## src/hdl/mba_pkg.sv

```systemverilog
// ----------------------------------------------------------------------------
// mba_pkg
// Shared types and constants for the region mosaic block averager.
// ----------------------------------------------------------------------------
package mba_pkg;

  localparam int COORD_BITS = 12;                // region coordinates
  localparam int POS_W      = COORD_BITS + 1;    // block origin on the result side
  localparam int SIZE_W     = 7;                 // block size register and extents
  localparam int MAX_BLOCK  = 64;                // largest block edge
  localparam int SUM_W      = 20;                // per-channel block sum
  localparam int NPIX_W     = 13;                // size*size, up to 4096
  localparam int CHAN_W     = 8;
  localparam int QUO_STEPS  = CHAN_W;            // one quotient bit per step
  localparam int STEP_W     = $clog2(QUO_STEPS);
  localparam int CFG_IDX_W  = 3;
  localparam int CFG_DATA_W = COORD_BITS;
  localparam int Q_DEPTH    = 2;
  localparam int Q_PTR_W    = $clog2(Q_DEPTH);

  localparam logic [SIZE_W-1:0] BLOCK_RESET = SIZE_W'(5);

  typedef enum logic [CFG_IDX_W-1:0] {
    REG_BLOCK_SIZE = 3'd0,
    REG_START_X    = 3'd1,
    REG_START_Y    = 3'd2,
    REG_END_X      = 3'd3,
    REG_END_Y      = 3'd4
  } reg_index_t;

  // One finished block on its way from the front to the divider.
  typedef struct packed {
    logic [POS_W-1:0]  left;
    logic [POS_W-1:0]  top;
    logic [SUM_W-1:0]  sum_blue;
    logic [SUM_W-1:0]  sum_green;
    logic [SUM_W-1:0]  sum_red;
    logic [SIZE_W-1:0] write_width;
    logic [SIZE_W-1:0] write_height;
    logic              last;
  } job_t;

endpackage

```

## src/hdl/mba_front.sv

```systemverilog
// ----------------------------------------------------------------------------
// mba_front
// Register file, pixel accumulation and block walk; emits one job per block.
// ----------------------------------------------------------------------------
module mba_front (
  input  logic                              clk,
  input  logic                              rst,
  input  logic                              cfg_valid,
  output logic                              cfg_ready,
  input  logic [mba_pkg::CFG_IDX_W-1:0]     cfg_index,
  input  logic [mba_pkg::CFG_DATA_W-1:0]    cfg_data,
  input  logic                              accept,
  input  logic [mba_pkg::CHAN_W-1:0]        blue,
  input  logic [mba_pkg::CHAN_W-1:0]        green,
  input  logic [mba_pkg::CHAN_W-1:0]        red,
  output logic                              job_valid,
  output mba_pkg::job_t                     job,
  output logic [mba_pkg::SIZE_W-1:0]        eff_size
);
  import mba_pkg::*;

  logic [SIZE_W-1:0]     block_size;
  logic [COORD_BITS-1:0] start_x, start_y, end_x, end_y;
  logic [COORD_BITS-1:0] start_x_next, start_y_next;
  logic [SUM_W-1:0]      sum_blue, sum_green, sum_red;
  logic [SUM_W-1:0]      sum_blue_next, sum_green_next, sum_red_next;
  logic [SIZE_W-2:0]     pixel_col, pixel_row;
  logic [POS_W-1:0]      left, top;

  logic [SIZE_W-1:0] size;
  logic [POS_W-1:0]  size_pos, end_x_pos, end_y_pos, next_left, next_top;
  logic [POS_W-1:0]  diff_x, diff_y;
  logic              region_empty, cfg_hit, col_wrap, row_wrap, row_more, col_more;

  assign cfg_ready = 1'b1;
  assign eff_size  = size;

  always_comb begin
    priority if (block_size == '0) size = SIZE_W'(1);
    else if (block_size > SIZE_W'(MAX_BLOCK)) size = SIZE_W'(MAX_BLOCK);
    else size = block_size;
  end

  assign size_pos  = {{(POS_W-SIZE_W){1'b0}}, size};
  assign end_x_pos = {1'b0, end_x};
  assign end_y_pos = {1'b0, end_y};

  // no blocks on an axis once start lies a whole block or more beyond end
  assign region_empty = (end_x_pos + size_pos <= {1'b0, start_x}) ||
                        (end_y_pos + size_pos <= {1'b0, start_y});

  assign col_wrap = ({1'b0, pixel_col} + SIZE_W'(1)) >= size;
  assign row_wrap = ({1'b0, pixel_row} + SIZE_W'(1)) >= size;

  assign sum_blue_next  = sum_blue  + SUM_W'(blue);
  assign sum_green_next = sum_green + SUM_W'(green);
  assign sum_red_next   = sum_red   + SUM_W'(red);

  // blocks walk down a column, then step right
  assign next_top  = top + size_pos;
  assign next_left = left + size_pos;
  assign row_more  = next_top <= end_y_pos;
  assign col_more  = next_left <= end_x_pos;

  assign diff_x = end_x_pos - left;
  assign diff_y = end_y_pos - top;

  assign cfg_hit = (cfg_index == REG_BLOCK_SIZE) || (cfg_index == REG_START_X) ||
                   (cfg_index == REG_START_Y) || (cfg_index == REG_END_X) ||
                   (cfg_index == REG_END_Y);

  assign start_x_next = (cfg_index == REG_START_X) ? cfg_data : start_x;
  assign start_y_next = (cfg_index == REG_START_Y) ? cfg_data : start_y;

  assign job_valid = accept && !(cfg_valid && cfg_hit) && !region_empty &&
                     col_wrap && row_wrap;

  always_comb begin
    job.left      = left;
    job.top       = top;
    job.sum_blue  = sum_blue_next;
    job.sum_green = sum_green_next;
    job.sum_red   = sum_red_next;
    job.last      = !row_more && !col_more;
    if (end_x_pos <= left) job.write_width = '0;
    else if (diff_x >= size_pos) job.write_width = size;
    else job.write_width = diff_x[SIZE_W-1:0];
    if (end_y_pos <= top) job.write_height = '0;
    else if (diff_y >= size_pos) job.write_height = size;
    else job.write_height = diff_y[SIZE_W-1:0];
  end

  always_ff @(posedge clk) begin
    if (rst) begin
      block_size <= BLOCK_RESET;
      start_x    <= '0;
      start_y    <= '0;
      end_x      <= '0;
      end_y      <= '0;
      sum_blue   <= '0;
      sum_green  <= '0;
      sum_red    <= '0;
      pixel_col  <= '0;
      pixel_row  <= '0;
      left       <= '0;
      top        <= '0;
    end else if (cfg_valid && cfg_hit) begin
      unique case (cfg_index)
        REG_BLOCK_SIZE: block_size <= cfg_data[SIZE_W-1:0];
        REG_START_X:    start_x    <= cfg_data;
        REG_START_Y:    start_y    <= cfg_data;
        REG_END_X:      end_x      <= cfg_data;
        REG_END_Y:      end_y      <= cfg_data;
        default: ;
      endcase
      // any register write restarts the walk
      sum_blue  <= '0;
      sum_green <= '0;
      sum_red   <= '0;
      pixel_col <= '0;
      pixel_row <= '0;
      left      <= {1'b0, start_x_next};
      top       <= {1'b0, start_y_next};
    end else if (accept && !region_empty) begin
      if (!col_wrap) begin
        pixel_col <= pixel_col + 1'b1;
        sum_blue  <= sum_blue_next;
        sum_green <= sum_green_next;
        sum_red   <= sum_red_next;
      end else if (!row_wrap) begin
        pixel_col <= '0;
        pixel_row <= pixel_row + 1'b1;
        sum_blue  <= sum_blue_next;
        sum_green <= sum_green_next;
        sum_red   <= sum_red_next;
      end else begin
        pixel_col <= '0;
        pixel_row <= '0;
        sum_blue  <= '0;
        sum_green <= '0;
        sum_red   <= '0;
        if (row_more) begin
          top <= next_top;
        end else begin
          top <= {1'b0, start_y};
          if (col_more) left <= next_left;
          else left <= {1'b0, start_x};
        end
      end
    end
  end

endmodule

```

## src/hdl/mba_queue.sv

```systemverilog
// ----------------------------------------------------------------------------
// mba_queue
// Short job queue decoupling the front from the divider.
// ----------------------------------------------------------------------------
module mba_queue (
  input  logic          clk,
  input  logic          rst,
  input  logic          wr_en,
  input  mba_pkg::job_t wr_job,
  output logic          full,
  input  logic          rd_en,
  output mba_pkg::job_t rd_job,
  output logic          empty
);
  import mba_pkg::*;

  job_t               mem [Q_DEPTH];
  logic [Q_PTR_W-1:0] wr_ptr, rd_ptr;
  logic [Q_PTR_W:0]   count;
  logic               do_wr, do_rd;

  assign full   = count == (Q_PTR_W+1)'(Q_DEPTH);
  assign empty  = count == '0;
  assign do_wr  = wr_en && !full;
  assign do_rd  = rd_en && !empty;
  assign rd_job = mem[rd_ptr];

  always_ff @(posedge clk) begin
    if (do_wr) mem[wr_ptr] <= wr_job;
  end

  always_ff @(posedge clk) begin
    if (rst) begin
      wr_ptr <= '0;
      rd_ptr <= '0;
      count  <= '0;
    end else begin
      if (do_wr) wr_ptr <= (wr_ptr == Q_PTR_W'(Q_DEPTH-1)) ? '0 : wr_ptr + 1'b1;
      if (do_rd) rd_ptr <= (rd_ptr == Q_PTR_W'(Q_DEPTH-1)) ? '0 : rd_ptr + 1'b1;
      if (do_wr && !do_rd) count <= count + 1'b1;
      else if (do_rd && !do_wr) count <= count - 1'b1;
    end
  end

endmodule

```

## src/hdl/mba_back.sv

```systemverilog
// ----------------------------------------------------------------------------
// mba_back
// Bit-serial restoring divider for the three channel means, plus result register.
// ----------------------------------------------------------------------------
module mba_back (
  input  logic                          clk,
  input  logic                          rst,
  input  logic [mba_pkg::SIZE_W-1:0]    eff_size,
  input  logic                          q_empty,
  input  mba_pkg::job_t                 q_job,
  output logic                          q_pop,
  input  logic                          pop,
  output logic                          empty,
  output logic [mba_pkg::POS_W-1:0]     block_left,
  output logic [mba_pkg::POS_W-1:0]     block_top,
  output logic [mba_pkg::CHAN_W-1:0]    mean_blue,
  output logic [mba_pkg::CHAN_W-1:0]    mean_green,
  output logic [mba_pkg::CHAN_W-1:0]    mean_red,
  output logic [mba_pkg::SIZE_W-1:0]    write_width,
  output logic [mba_pkg::SIZE_W-1:0]    write_height,
  output logic                          last_block
);
  import mba_pkg::*;

  typedef enum logic [1:0] {IDLE, DIVIDE, HOLD} state_t;

  state_t             state;
  logic [NPIX_W-1:0]  npix;
  logic [SUM_W-1:0]   divisor;
  logic [SUM_W-1:0]   rem_blue, rem_green, rem_red;
  logic [CHAN_W-1:0]  quo_blue, quo_green, quo_red;
  logic [STEP_W-1:0]  step;
  job_t               meta;
  logic               out_valid;
  logic               ge_blue, ge_green, ge_red, out_load;

  assign q_pop    = (state == IDLE) && !q_empty;
  assign ge_blue  = rem_blue  >= divisor;
  assign ge_green = rem_green >= divisor;
  assign ge_red   = rem_red   >= divisor;
  assign out_load = (state == HOLD) && (!out_valid || pop);
  assign empty    = !out_valid;

  // block pixel count, follows the size register
  always_ff @(posedge clk) begin
    npix <= NPIX_W'(eff_size) * NPIX_W'(eff_size);
  end

  always_ff @(posedge clk) begin
    if (rst) begin
      state     <= IDLE;
      out_valid <= 1'b0;
    end else begin
      unique case (state)
        IDLE: begin
          if (!q_empty) begin
            meta      <= q_job;
            rem_blue  <= q_job.sum_blue;
            rem_green <= q_job.sum_green;
            rem_red   <= q_job.sum_red;
            divisor   <= {npix, {(SUM_W-NPIX_W){1'b0}}};
            step      <= STEP_W'(QUO_STEPS-1);
            state     <= DIVIDE;
          end
        end
        DIVIDE: begin
          if (ge_blue)  rem_blue  <= rem_blue  - divisor;
          if (ge_green) rem_green <= rem_green - divisor;
          if (ge_red)   rem_red   <= rem_red   - divisor;
          quo_blue  <= {quo_blue[CHAN_W-2:0], ge_blue};
          quo_green <= {quo_green[CHAN_W-2:0], ge_green};
          quo_red   <= {quo_red[CHAN_W-2:0], ge_red};
          divisor   <= divisor >> 1;
          step      <= step - 1'b1;
          if (step == '0) state <= HOLD;
        end
        HOLD: begin
          if (out_load) state <= IDLE;
        end
        default: state <= IDLE;
      endcase

      if (out_load) begin
        out_valid    <= 1'b1;
        block_left   <= meta.left;
        block_top    <= meta.top;
        mean_blue    <= quo_blue;
        mean_green   <= quo_green;
        mean_red     <= quo_red;
        write_width  <= meta.write_width;
        write_height <= meta.write_height;
        last_block   <= meta.last;
      end else if (pop) begin
        out_valid <= 1'b0;
      end
    end
  end

endmodule

```

## src/hdl/region_mosaic_block_average_top.sv

```systemverilog
// ----------------------------------------------------------------------------
// region_mosaic_block_average_top
// Block-average mosaic over a rectangular region, one result per block.
// ----------------------------------------------------------------------------
// Throughput: one pixel per cycle into the front while the job queue has room.
// The divider takes one block at a time (load, 8 quotient steps, hand-off) and
// pops the next job only when idle; hand-off waits while the result register
// holds an unpopped block. A block's job passes in order through the queue, the
// load, the steps and the hand-off. Reset: synchronous; registers return to block
// size 5, all coordinates 0, walk at the first block, queue and result register empty.
// ----------------------------------------------------------------------------
module region_mosaic_block_average_top (
  input  logic                              clk,
  input  logic                              rst,
  // configuration write channel
  input  logic                              cfg_valid,
  output logic                              cfg_ready,
  input  logic [mba_pkg::CFG_IDX_W-1:0]     cfg_index,
  input  logic [mba_pkg::CFG_DATA_W-1:0]    cfg_data,
  // pixel input
  input  logic                              push,
  output logic                              full,
  input  logic [mba_pkg::CHAN_W-1:0]        blue,
  input  logic [mba_pkg::CHAN_W-1:0]        green,
  input  logic [mba_pkg::CHAN_W-1:0]        red,
  // block results
  output logic                              empty,
  input  logic                              pop,
  output logic [mba_pkg::POS_W-1:0]         block_left,
  output logic [mba_pkg::POS_W-1:0]         block_top,
  output logic [mba_pkg::CHAN_W-1:0]        mean_blue,
  output logic [mba_pkg::CHAN_W-1:0]        mean_green,
  output logic [mba_pkg::CHAN_W-1:0]        mean_red,
  output logic [mba_pkg::SIZE_W-1:0]        write_width,
  output logic [mba_pkg::SIZE_W-1:0]        write_height,
  output logic                              last_block
);
  import mba_pkg::*;

  logic              accept;
  logic              job_valid;
  job_t              job;
  logic              q_full, q_empty, q_pop;
  job_t              q_job;
  logic [SIZE_W-1:0] eff_size;

  // Pixel transfer. Full is raised whenever the queue is full, even for a pixel
  // that would not close a block; this keeps the handshake free of the walk
  // logic. Pixels for an empty region are transferred and dropped.
  assign full   = q_full;
  assign accept = push && !q_full;

  // Front: registers, per-channel sums, pixel and block position counters.
  // Produces a job with the sums, origin, clipped extent and last flag on the
  // transfer of each block's final pixel.
  mba_front u_front (
    .clk       (clk),
    .rst       (rst),
    .cfg_valid (cfg_valid),
    .cfg_ready (cfg_ready),
    .cfg_index (cfg_index),
    .cfg_data  (cfg_data),
    .accept    (accept),
    .blue      (blue),
    .green     (green),
    .red       (red),
    .job_valid (job_valid),
    .job       (job),
    .eff_size  (eff_size)
  );

  // Two-entry queue between the front and the divider.
  mba_queue u_queue (
    .clk    (clk),
    .rst    (rst),
    .wr_en  (job_valid),
    .wr_job (job),
    .full   (q_full),
    .rd_en  (q_pop),
    .rd_job (q_job),
    .empty  (q_empty)
  );

  // Back: shared restoring divider, one quotient bit per cycle for all three
  // channels, then the result register that drives the output queue ports.
  mba_back u_back (
    .clk          (clk),
    .rst          (rst),
    .eff_size     (eff_size),
    .q_empty      (q_empty),
    .q_job        (q_job),
    .q_pop        (q_pop),
    .pop          (pop),
    .empty        (empty),
    .block_left   (block_left),
    .block_top    (block_top),
    .mean_blue    (mean_blue),
    .mean_green   (mean_green),
    .mean_red     (mean_red),
    .write_width  (write_width),
    .write_height (write_height),
    .last_block   (last_block)
  );

endmodule
```

## config.mk

```make
export PLATFORM = sky130hd
export DESIGN_NAME = region_mosaic_block_average_top
export DESIGN_NICKNAME = d
export VERILOG_FILES = /design/src/hdl/mba_pkg.sv /design/src/hdl/mba_front.sv /design/src/hdl/mba_queue.sv /design/src/hdl/mba_back.sv /design/src/hdl/region_mosaic_block_average_top.sv
export SDC_FILE = /design/constraint.sdc
export NUM_CORES = 1
export LEC_CHECK = 0
export BUFFER_PORTS_ARGS = -buffer_cell sky130_fd_sc_hd__buf_2
export CAP_MARGIN = 5
export CORE_MARGIN = 2
export CORE_UTILIZATION = 30
export CTS_CLUSTER_SIZE = 14
export DETAILED_ROUTE_END_ITERATION = 12
export MAX_ROUTING_LAYER = met4
export SLEW_MARGIN = 20
export SYNTH_ARGS = -nofsm -noshare
export SYNTH_HDL_FRONTEND = slang
export SYNTH_SLANG_ARGS = --single-unit
```

## constraint.sdc

```tcl
create_clock -name clk -period 6.53 [get_ports clk]
set_clock_uncertainty 0.2 [all_clocks]
set_input_delay 0.3265 -clock clk [delete_from_list [all_inputs] [get_ports clk]]
set_output_delay 0.3265 -clock clk [all_outputs]
set_load 0.03 [all_outputs]
```

==> flow_summary.ini <==
[clocking]
cts_tree = yes
cts_num_sinks = 588
numCtsBuffers = 68
root_buffer = clkbuf_16
clkTransAtPathRegs_ns = 0.06
htree_levels = 3
clock_path_buffers = 3
post_cts_buffers = 0
clock_latency_ns = 0.63
cts.repair.resized = 0

[die]
boundaryPins = 112
core_um2 = 105000
die_x_um = 330
rows = 119
initial_core_util_pct = 30.3
die_area_um2 = 109000
fp.dieH_um = 330

[yosys]
synth_common_cells = edfxtp_1 (415), nand2_1 (292), ha_1 (239)
synth.ff_latch_count = 588
synth.largest_area_cell = edfxtp_1
synth_area_um2 = 31900
synth_enable_flop_cells = 415
synth_most_common_cell = edfxtp_1
ys_warn_count = 0
yosys.area.top_type_share_pct = 39.1
ys.flop_type = edfxtp_1
ys_types = 80
synth.avg_cell_area_um2 = 10.5
async_flop_share_pct = 0
ys_seq_area_share_pct = 50.0
syn_inst = 3031
yosys-top-cells-area = edfxtp_1 (39%), dfxtp_1 (11%), ha_1 (9.4%)

[timing]
rsz0062_at_grt = false
tns_ns = 0
min_period_ns = 5.88
finalHoldViolCount = 0
clock.fmax_mhz = 170
drv_slew = 0
setup_viol = 0
worst-slew-pin-transition_ns = 0.981
hold_ws_ns = 0.104
setup_ws_ns = 0.650
relSlewSlack_pct = 34.6
finalCritPeriodShare_pct = 90.0

[detailed_routing]
vias = 22700
drtIter0Drc = 1634
via_per_inst = 4.92
routedWlPerCell_um = 17.6
drc_errors = 0
dr.pass1.iters = 6
final_antenna_net_count = 0
wirelength_um = 81100

[power]
ir_drop_v = 0.000199
power_density_nw_per_um2 = 403
power_w = 0.0148
p_leak_nw = 13.6

[finish]
area_delta_synth_final_pct = 15.1
drive_gt1_share_pct = 11.0
design_area_um2 = 36600
nNetsFinal = 3468
fillers = 10400

[place]
hpwl_um = 58100
place_area_um2 = 34100
place_ws_ns = 0.779
gp_congestion = 0.889
port_buffers = 110

[setup_path]
r2r_end = u_queue.mem[0][56]
crit_type = reg -> reg
rr_startpoint = u_front.block_size[1]
cp.arrival_ns = 5.94
crit_required_ns = 6.60
rrSetupSlack_ns = 0.65
crit_path_max_fanout = 65
endpoint_kind = register
r2r_cells = 20
critPathLaunchType = register

[run]
maxCapViolations = 0

[global_route]
grt_use_total_pct = 15.1
grt_max_degree = 97
grt_pass1_vias = 21300
grt_pass1_wl_um = 124000
grt_overflow = 0
antenna_found_initial = 4

[status]
status = finished clean

[min_path]
min_from = green[6]
whs_path_depth = 3
hold_path_class = in -> reg
whs_endpoint = u_queue.mem[0][41]
==> kinds of logic after synthesis <==
family                     after synthesis  share of synthesized area [%]
muxes                                  115                           3.82
adders and majority gates              265                           11.0
DFF                                    588                           50.0
buffers and inverters                  292                           3.54
other                                    2                         0.0236
and+or+nand+nor                        918                           13.7
xor gates and xnor gates               156                           4.29
AOI/OAI and AO/OA                      695                           13.6
==> worst max-delay path by stage <==
stage | startpoint | endpoint | slack (ns)
2_1_floorplan | u_front.block_size[6] | u_queue.mem[0][0] | 0.37
3_3_place_gp | u_front.block_size[6] | u_queue.mem[0][36] | 0.87
3_5_place_dp | u_front.block_size[1] | u_front.pixel_row[5] | 0.78
4_1_cts | u_front.block_size[1] | u_queue.mem[0][56] | 0.75
5_1_grt | u_front.block_size[1] | u_queue.mem[0][56] | 0.35
6_report | u_front.block_size[1] | u_queue.mem[0][56] | 0.65
==> worst max-delay path, stage by stage (launching register included) <==
cell	delay (ns)
dfxtp_1	0.46
nor3_1	0.10
a21oi_1	0.32
nor2_1	0.19
ha_1	0.26
fa_1	0.41
a21oi_1	0.18
o21ai_1	0.14
o41ai_1	0.49
nor2_1	0.12
xnor2_1	0.16
ha_1	0.31
and4_1	0.23
o21ai_0	0.10
a21oi_1	0.12
o31a_1	0.28
o221a_2	0.26
nand2_1	0.22
or3_1	0.45
clkinvlp_4	0.14
buf_12	0.31
==> registers in the layout, indices dropped and copies added (netlist names), 13 cells and up, named ones only <==
| name | flops |
|---|---|
| u_front.sum_blue | 20 |
| u_back.rem_blue | 20 |
| u_queue.mem | 202 |
| u_back.rem_red | 20 |
| u_front.left | 13 |
| u_back.divisor | 20 |
| u_front.sum_green | 20 |
| u_back.block_left | 13 |
| u_front.top | 13 |
| u_back.block_top | 13 |
| u_back.meta | 41 |
| u_front.sum_red | 20 |
| u_back.rem_green | 20 |
==> layout make-up <==
class | count | area, um2 | area share, %
antenna | 3 | 7.51 | 0.0205
clock buffer | 85 | 1830 | 4.98
clock inverter | 40 | 547 | 1.49
inverter | 183 | 691 | 1.88
multi-input combinational | 2157 | 14900 | 40.6
sequential | 588 | 15900 | 43.5
tap | 1391 | 1740 | 4.75
timing repair buffer | 161 | 1020 | 2.79
==> per-stage QoR <==
step | util (%) | cells
3_3_place_gp | 32.4 | 4461
4_1_cts | 34.8 | 4605
2_1_floorplan | - | 3037
5_1_grt | 34.8 | 4608
6_report | 34.8 | 4608
3_5_place_dp | 32.4 | 4461
==> per-layer routing <==
metal	wire length [um]	track usage, %	part of all wire [%]
met5	0	-	0
met4	2630	5.51	3.2
met3	4350	2.17	5.4
met2	34100	21.5	42
met1	40100	21.8	49
==> layout by cell type, fill, tap and decap left out, types with 63 or more instances in the layout <==
cell type,netlist,routed
buf_2,11,109
mux2i_1,63,63
ha_1,239,239
edfxtp_1,415,415
o21ai_0,161,161
dfxtp_1,173,172
clkbuf_16,0,69
nand2_1,292,291
nand3_1,93,93
a21oi_1,238,238
nor2_1,220,218
xnor2_1,109,109
inv_1,182,181
==> power breakdown <==
| group | switching [W] | internal, W |
|---|---|---|
| combinational | 0.00351 | 0.00225 |
| clock | 0.00160 | 0.00241 |
| sequential | 0.000347 | 0.00465 |
| total | 0.00546 | 0.00932 |
==> repair_timing <==
action / in CTS / in global routing
hold buffers: 19 / 0
endpoints found under the hold margin: 67 / 0
endpoints found under the setup margin: 0 / 0
(Power assumes the default switching activity.)
